File: config.mk
export PLATFORM = sky130hd
export DESIGN_NAME = fifo_queue_with_remove_by_value
export DESIGN_NICKNAME = d
export VERILOG_FILES = /design/src/design/fqrv_pkg.sv /design/src/design/fqrv_ram.sv /design/src/design/fifo_queue_with_remove_by_value.sv
export VERILOG_INCLUDE_DIRS = /design/src /design/src/design
export SDC_FILE = /design/constraint.sdc
export NUM_CORES = 1
export LEC_CHECK = 0
export BUFFER_PORTS_ARGS = -buffer_cell sky130_fd_sc_hd__buf_4
export CAP_MARGIN = 10
export CORE_MARGIN = 2
export CORE_UTILIZATION = 55
export DETAILED_ROUTE_END_ITERATION = 6
export GPL_ROUTABILITY_DRIVEN = 0
export PLACE_DENSITY = 0.78
export SYNTH_ARGS = -nofsm -noshare
export SYNTH_HDL_FRONTEND = slang
export SYNTH_SLANG_ARGS = --single-unit
File: constraint.sdc
create_clock -name clk -period 5.85 [get_ports clk]
set_clock_uncertainty 0.15 [all_clocks]
set_input_delay 1.755 -clock clk [delete_from_list [all_inputs] [get_ports clk]]
set_output_delay 1.755 -clock clk [all_outputs]
set_load 0.02 [all_outputs]
File: src/design/fifo_queue_with_remove_by_value_defines.svh
// Assertion macros for the remove-by-value queue.
`ifndef FIFO_QUEUE_WITH_REMOVE_BY_VALUE_DEFINES_SVH
`define FIFO_QUEUE_WITH_REMOVE_BY_VALUE_DEFINES_SVH
`ifndef SYNTHESIS
`define FQRV_ASSERT_SAME(label, clk, rst_n, ante, cons) \
    label: assert property (@(posedge clk) disable iff (!rst_n) (ante) |-> (cons)) \
        else $error("queue check failed: same-cycle implication");
`define FQRV_ASSERT_NEXT(label, clk, rst_n, ante, cons) \
    label: assert property (@(posedge clk) disable iff (!rst_n) (ante) |=> (cons)) \
        else $error("queue check failed: next-cycle implication");
`else
`define FQRV_ASSERT_SAME(label, clk, rst_n, ante, cons)
`define FQRV_ASSERT_NEXT(label, clk, rst_n, ante, cons)
`endif
`endif

File: src/design/fqrv_pkg.sv
// Shared types and constants for the remove-by-value queue.
package fqrv_pkg;

    localparam int DATA_W = 32;

    typedef enum logic [1:0] {
        KIND_ENQUEUE = 2'd0,
        KIND_REMOVE  = 2'd1,
        KIND_READOUT = 2'd2,
        KIND_UNUSED  = 2'd3
    } kind_t;

    typedef enum logic [1:0] {
        ST_OK        = 2'd0,
        ST_FULL      = 2'd1,
        ST_NOT_FOUND = 2'd2,
        ST_EMPTY     = 2'd3
    } status_t;

endpackage

File: src/design/fqrv_ram.sv
// Entry memory: one write port, one read port with registered read data.
module fqrv_ram
    import fqrv_pkg::*;
#(
    parameter int DEPTH = 32,
    parameter int AW    = 5
)
(
    input  logic              clk,
    input  logic              we,
    input  logic [AW-1:0]     waddr,
    input  logic [DATA_W-1:0] wdata,
    input  logic              re,
    input  logic [AW-1:0]     raddr,
    output logic [DATA_W-1:0] rdata
);

    logic [DATA_W-1:0] mem [DEPTH];
    logic [DATA_W-1:0] rdata_reg;

    always_ff @(posedge clk)
    begin
        if (we)
        begin
            mem[waddr] <= wdata;
        end
        if (re)
        begin
            rdata_reg <= mem[raddr];
        end
    end

    assign rdata = rdata_reg;

endmodule

File: src/design/fifo_queue_with_remove_by_value.sv
// Bounded FIFO of signed 32-bit values with enqueue, remove-by-value and read-out.
// An enqueue writes its value in the transfer cycle, if there is room, and then loads
// its result. A remove scans from the head with one comparator, a read and a compare
// per entry examined, then closes the gap with a read and a write per entry moved
// behind the match, and then loads its result. A read-out loads the entries from the
// head into the output register one by one while the output side takes them. These
// steps come from the single read port of the entry memory, whose read data is
// registered, feeding the one comparator. in_stall is high from the transfer of an
// item of any kind but KIND_UNUSED until its last result has been loaded into the
// output register; the output register then holds while the next item enters.
module fifo_queue_with_remove_by_value
    import fqrv_pkg::*;
#(
    parameter int QUEUE_DEPTH = 32
)
(
    input  logic               clk,
    input  logic               rst_n,
    input  logic               in_valid,
    output logic               in_stall,
    input  logic [1:0]         kind,
    input  logic signed [31:0] value,
    output logic               out_valid,
    input  logic               out_stall,
    output logic signed [31:0] item_value,
    output logic [1:0]         status,
    output logic               last_item
);

`include "fifo_queue_with_remove_by_value_defines.svh"

    localparam int CW = $clog2(QUEUE_DEPTH + 1);
    localparam int AW = $clog2(QUEUE_DEPTH);

    typedef enum logic [2:0] {
        S_IDLE,
        S_EMIT,
        S_SEARCH_RD,
        S_SEARCH_CMP,
        S_MOVE_RD,
        S_MOVE_WR,
        S_OUT_RD,
        S_OUT_EMIT
    } state_t;

    state_t            state_reg;
    logic [CW-1:0]     count_reg;
    logic [AW-1:0]     idx_reg;
    logic [DATA_W-1:0] value_reg;
    status_t           pend_status_reg;
    logic              out_valid_reg;
    logic [DATA_W-1:0] item_value_reg;
    status_t           status_reg;
    logic              last_reg;

    logic              ram_we;
    logic [AW-1:0]     ram_waddr;
    logic [DATA_W-1:0] ram_wdata;
    logic              ram_re;
    logic [AW-1:0]     ram_raddr;
    logic [DATA_W-1:0] rd_data;

    logic              out_free;
    logic              out_load;
    logic              match;
    logic [CW-1:0]     idx_ext;
    logic              at_last;
    logic              move_last;
    logic              in_xfer;

    fqrv_ram #(
        .DEPTH (QUEUE_DEPTH),
        .AW    (AW)
    ) u_ram (
        .clk   (clk),
        .we    (ram_we),
        .waddr (ram_waddr),
        .wdata (ram_wdata),
        .re    (ram_re),
        .raddr (ram_raddr),
        .rdata (rd_data)
    );

    assign in_stall  = (state_reg != S_IDLE);
    assign in_xfer   = in_valid && !in_stall;
    assign out_free  = !out_valid_reg || !out_stall;
    assign out_load  = out_free && (state_reg == S_EMIT || state_reg == S_OUT_EMIT);
    assign match     = (rd_data == value_reg);
    assign idx_ext   = CW'(idx_reg);
    assign at_last   = ((idx_ext + CW'(1)) == count_reg);
    assign move_last = ((idx_ext + CW'(2)) == count_reg);

    // Memory port control
    always_comb
    begin
        ram_we    = 1'b0;
        ram_waddr = idx_reg;
        ram_wdata = rd_data;
        ram_re    = 1'b0;
        ram_raddr = idx_reg;
        unique case (state_reg)
            S_IDLE:
            begin
                if (in_xfer && kind == KIND_ENQUEUE && count_reg != CW'(QUEUE_DEPTH))
                begin
                    ram_we    = 1'b1;
                    ram_waddr = count_reg[AW-1:0];
                    ram_wdata = value;
                end
            end
            S_SEARCH_RD, S_OUT_RD:
            begin
                ram_re = 1'b1;
            end
            S_MOVE_RD:
            begin
                ram_re    = 1'b1;
                ram_raddr = idx_reg + AW'(1);
            end
            S_MOVE_WR:
            begin
                ram_we = 1'b1;
            end
            default:
            begin
                ram_we = 1'b0;
            end
        endcase
    end

    always_ff @(posedge clk or negedge rst_n)
    begin
        if (!rst_n)
        begin
            state_reg       <= S_IDLE;
            count_reg       <= '0;
            idx_reg         <= '0;
            value_reg       <= '0;
            pend_status_reg <= ST_OK;
            out_valid_reg   <= 1'b0;
            item_value_reg  <= '0;
            status_reg      <= ST_OK;
            last_reg        <= 1'b0;
        end
        else
        begin
            // drop the output register once the far side takes it and nothing new loads
            if (out_valid_reg && !out_stall && !out_load)
            begin
                out_valid_reg <= 1'b0;
            end

            unique case (state_reg)
                S_IDLE:
                begin
                    if (in_xfer)
                    begin
                        value_reg <= value;
                        idx_reg   <= '0;
                        unique case (kind)
                            KIND_ENQUEUE:
                            begin
                                if (count_reg == CW'(QUEUE_DEPTH))
                                begin
                                    pend_status_reg <= ST_FULL;
                                end
                                else
                                begin
                                    count_reg       <= count_reg + CW'(1);
                                    pend_status_reg <= ST_OK;
                                end
                                state_reg <= S_EMIT;
                            end
                            KIND_REMOVE:
                            begin
                                if (count_reg == '0)
                                begin
                                    pend_status_reg <= ST_NOT_FOUND;
                                    state_reg       <= S_EMIT;
                                end
                                else
                                begin
                                    state_reg <= S_SEARCH_RD;
                                end
                            end
                            KIND_READOUT:
                            begin
                                if (count_reg == '0)
                                begin
                                    pend_status_reg <= ST_EMPTY;
                                    state_reg       <= S_EMIT;
                                end
                                else
                                begin
                                    state_reg <= S_OUT_RD;
                                end
                            end
                            default:
                            begin
                                state_reg <= S_IDLE;
                            end
                        endcase
                    end
                end
                S_EMIT:
                begin
                    if (out_free)
                    begin
                        out_valid_reg  <= 1'b1;
                        item_value_reg <= '0;
                        status_reg     <= pend_status_reg;
                        last_reg       <= 1'b1;
                        state_reg      <= S_IDLE;
                    end
                end
                S_SEARCH_RD:
                begin
                    state_reg <= S_SEARCH_CMP;
                end
                S_SEARCH_CMP:
                begin
                    if (match)
                    begin
                        pend_status_reg <= ST_OK;
                        if (at_last)
                        begin
                            count_reg <= count_reg - CW'(1);
                            state_reg <= S_EMIT;
                        end
                        else
                        begin
                            state_reg <= S_MOVE_RD;
                        end
                    end
                    else if (at_last)
                    begin
                        pend_status_reg <= ST_NOT_FOUND;
                        state_reg       <= S_EMIT;
                    end
                    else
                    begin
                        idx_reg   <= idx_reg + AW'(1);
                        state_reg <= S_SEARCH_RD;
                    end
                end
                S_MOVE_RD:
                begin
                    state_reg <= S_MOVE_WR;
                end
                S_MOVE_WR:
                begin
                    // entry idx+1 is written into idx this cycle
                    if (move_last)
                    begin
                        count_reg <= count_reg - CW'(1);
                        state_reg <= S_EMIT;
                    end
                    else
                    begin
                        idx_reg   <= idx_reg + AW'(1);
                        state_reg <= S_MOVE_RD;
                    end
                end
                S_OUT_RD:
                begin
                    state_reg <= S_OUT_EMIT;
                end
                S_OUT_EMIT:
                begin
                    // hold read data until the output register frees up
                    if (out_free)
                    begin
                        out_valid_reg  <= 1'b1;
                        item_value_reg <= rd_data;
                        status_reg     <= ST_OK;
                        last_reg       <= at_last;
                        if (at_last)
                        begin
                            state_reg <= S_IDLE;
                        end
                        else
                        begin
                            idx_reg   <= idx_reg + AW'(1);
                            state_reg <= S_OUT_RD;
                        end
                    end
                end
                default:
                begin
                    state_reg <= S_IDLE;
                end
            endcase
        end
    end

    assign out_valid  = out_valid_reg;
    assign item_value = item_value_reg;
    assign status     = status_reg;
    assign last_item  = last_reg;

    `FQRV_ASSERT_SAME(a_count_bound, clk, rst_n, 1'b1, count_reg <= CW'(QUEUE_DEPTH))
    `FQRV_ASSERT_SAME(a_count_step, clk, rst_n, count_reg != $past(count_reg), (count_reg == $past(count_reg) + CW'(1)) || (count_reg + CW'(1) == $past(count_reg)))
    `FQRV_ASSERT_NEXT(a_item_busy, clk, rst_n, in_xfer && kind != KIND_UNUSED, state_reg != S_IDLE)
    `FQRV_ASSERT_SAME(a_scan_in_range, clk, rst_n, state_reg != S_IDLE && state_reg != S_EMIT, idx_ext < count_reg)

endmodule

==> flow_metrics.py <==
metrics = {
    "global_route": {
        "grt_max_degree": 79,
        "via_count_of_the_first_global_routing_pass": 23610,
        "grt_remaining_overflow": 0,
        "grt_pass1_wl_microns": 158000,
        "antenna_found_initial": 1,
        "grt_use_total_pct": 25.1,
    },
    "setup_path": {
        "worstPathArrival_ns": 4.48,
        "worstPathMaxFanout": 17,
        "rr_startpoint": "state_reg[2]",
        "worst_setup_path_startpoint": "kind[0]",
        "crit_path_start_kind": "input pin",
        "timing.critical_path.required_ns": 6.06,
        "critical_path_class": "in -> reg",
        "critPathCaptureType": "flip-flop",
    },
    "clock_tree": {
        "cts_inserted_buffers": 104,
        "postCtsResizedCells": 0,
        "cts_root_buffer": "clkbuf_16",
        "clock_insertion_delay_worst_skew_ns": 0.68,
        "cts_hold_buffers": 0,
        "tritoncts": "built",
        "max-clock-path-buffers": 3,
        "post_cts.repair.setup_buffers": 0,
        "numClockSinks": 1140,
        "cts.htree.levels": 3,
        "clkSlewWorstSetupHoldPaths_ns": 0.07,
    },
    "job": {
        "drv_cap": 0,
    },
    "route": {
        "post_detailed_route_wirelength_per_cell_microns": 29.6,
        "postRouteWirelength_microns": 105000,
        "drtAntennaViolNets": 0,
        "routed_via_density": 6.75,
        "dr_total_vias": 23961,
        "detailedRoute.firstIterationViolations": 3085,
        "post-route-drc-count": 0,
        "drt_pass1_iterations": 6,
    },
    "cells_and_area": {
        "area_overhead_vs_synth_pct": 12.3,
        "insertedDiodeCount": 0,
        "drive_above_1_share_pct": 25.4,
        "fin_util_pct": 62.6,
        "largest_reg_flops": 1024,
        "design.final.nets": 2454,
        "largest_register": "u_ram.mem",
    },
    "yosys": {
        "ys_dominant_reg_cell": "edfxtp_1",
        "synthDistinctLibCells": 67,
        "synth.yosys.warnings": 0,
        "synth.avg_cell_area_sq_um": 19.6,
        "yosysSeqAreaShare_pct": 75.1,
        "async_reset_ff_share_pct": 7.37,
        "synth_top_cells_by_area": "edfxtp_1 (70%), mux4_2 (9.6%), dfrtp_1 (4.7%)",
        "synth_top_cell_by_area": "edfxtp_1",
        "synth.cell_area_sq_um": 45000,
        "synthesis.nets": 2349,
        "yosys.area.top_type_share_pct": 70.4,
        "synth_enable_flop_cells": 1056,
        "syn-instance-count": 2300,
        "synth_seq_cells": 1140,
    },
    "floorplanning": {
        "die_area_sq_um": 84200,
        "placementRows": 104,
        "initial_utilization_pct": 55.7,
        "design.portCount": 75,
        "die-height_microns": 290,
        "core_sq_um": 80800,
        "die_x_microns": 290,
    },
    "sta": {
        "slew_headroom_pct": 14.2,
        "tightest_slew_ns": 1.28,
        "post-route-min-period_ns": 4.28,
        "setup_repair_after_global_routing_missed_its_margin": "false",
        "final.setup.worst_slack_ns": 1.57,
        "finalMaxSlewViolations": 0,
        "max_freq_mhz": 234,
        "final.hold.worst_slack_ns": 0.359,
        "final_report_hold_violation_count": 0,
        "setup_violations_final": 0,
        "setup-tns-final_ns": 0,
        "finalCritPeriodShare_pct": 73.1,
    },
    "run_status": {
        "outcome": "finished clean",
    },
    "place": {
        "numPortBuffers": 74,
        "detailed_place_hpwl_microns": 62400,
        "post-place-ws_ns": 0.988,
    },
    "worst_hold_path": {
        "hold_class": "reg -> reg",
        "start_point_of_the_worst_min_delay_path": "item_value[14]",
    },
    "power_and_ir_drop": {
        "max-vdd-ir-drop_mv": 0.368,
        "leakagePower_nw": 16.2,
        "power.density_nw_per_um2": 531,
    },
}
==> placed cells by master, fill, tap and decap left out, types with 9 or more instances in the layout <==
master / netlist / routed
nand2b_1: 10 / 10
clkinv_2: 0 / 14
mux2i_1: 36 / 34
dfrtp_1: 84 / 84
o21ai_1: 9 / 9
nor2_4: 0 / 33
a22o_1: 32 / 32
clkbuf_1: 71 / 21
a211oi_2: 25 / 25
nor2_1: 56 / 22
xnor2_1: 13 / 13
nand3_1: 12 / 11
o21ai_0: 69 / 69
mux4_2: 192 / 192
edfxtp_1: 1056 / 1056
clkbuf_16: 0 / 106
a32o_1: 35 / 35
xor2_1: 34 / 34
o311a_1: 31 / 31
a221oi_1: 130 / 130
buf_12: 0 / 9
buf_4: 17 / 138
nor4_1: 10 / 10
nand2_1: 129 / 129
inv_1: 13 / 13
a21oi_1: 20 / 20
ha_1: 10 / 10
clkinv_1: 0 / 21
bufinv_16: 0 / 11
mux2_2: 66 / 66
==> layer usage <==
layer / part of all wire, % / vias up / global-route usage [%]
li1: - / 9799 / -
met1: 39 / 12463 / 36.8
met2: 48 / 1537 / 39.7
met3: 11 / 160 / 4.83
met4: 2.1 / 2 / 5.37
met5: 0.012 / - / 0
==> cell families after synthesis <==
family,Yosys count,synth area share [%]
flip-flops,1140,75.1
AO/OA/AOI/OAI,393,7.15
multiplexers,295,12.1
AND/OR/NAND/NOR,249,2.45
buffers and inverters,161,1.83
XOR/XNOR,51,1.11
adder cells (fa/ha/maj),11,0.322
==> area by class of cell <==
| cell class | instances | area, sq um |
|---|---|---|
| multi-input combinational | 999 | 10800 |
| timing repair buffer | 147 | 1220 |
| clock buffer | 132 | 2790 |
| sequential | 1140 | 33800 |
| fill | 5201 | 30200 |
| inverter | 13 | 48.8 |
| tap | 1060 | 1330 |
| clock inverter | 58 | 614 |
==> cell usage after synthesis, types with 3 or more instances <==
library cell	n
nor4_1	10
dfrtp_1	84
buf_1	6
inv_1	13
nand2_1	129
and2_1	5
nor2_1	56
buf_4	17
nand2b_1	10
a32oi_1	4
a31oi_1	3
a221oi_1	130
a21oi_1	20
mux4_2	192
mux2i_1	36
nand3b_1	3
a32o_1	35
buf_2	40
mux2_2	66
a22o_1	32
a211oi_2	25
a21o_1	3
a211oi_1	6
o21ai_1	9
clkbuf_1	71
buf_6	14
nand3_1	12
xor2_1	34
a22oi_1	3
o311a_1	31
xnor2_1	13
o21ai_0	69
nor3_1	5
ha_1	10
edfxtp_1	1056
nor2b_1	4
==> power by group <==
| part | switching [mW] | leakage (nW) | total, mW | internal [mW] |
|---|---|---|---|---|
| combinational | 5.66 | 3.99 | 8.94 | 3.28 |
| clock | 2.89 | 1.65 | 6.75 | 3.86 |
| sequential | 0.522 | 10.6 | 11.2 | 10.7 |
| total | 9.07 | 16.2 | 26.9 | 17.8 |
==> worst max-delay path, cell delays in order <==
cell	delay, ns
buf_4	0.12
inv_1	0.08
ha_1	0.29
nand3_2	0.29
a32oi_1	0.50
nand2_1	0.49
nor2_4	0.62
buf_4	0.31
==> through the flow <==
step,instances,power [mW],instance area [sq um]
after floorplan,2300,17.1,45000
after global routing,3549,27.9,50600
final,3549,26.9,50600
after detailed placement,3359,20.1,47200
after CTS,3549,26.9,50600
after global placement,3359,19.8,47200
==> path summary, 6_finish.rpt <==
check / to / slack [ns] / depth (start not counted)
min in group asynchronous: state_reg[0] / 0.89 / 1
max in group asynchronous: value_reg[21] / 3.62 / 2
worst min-delay path: item_value[14] / 0.36 / 1
worst max-delay path: u_ram.mem[12][24] / 1.57 / 8
worst max register to register: u_ram.rdata[16] / 1.73 / 8
worst min register to register: item_value[14] / 0.36 / 1
(Power assumes the default switching activity.)
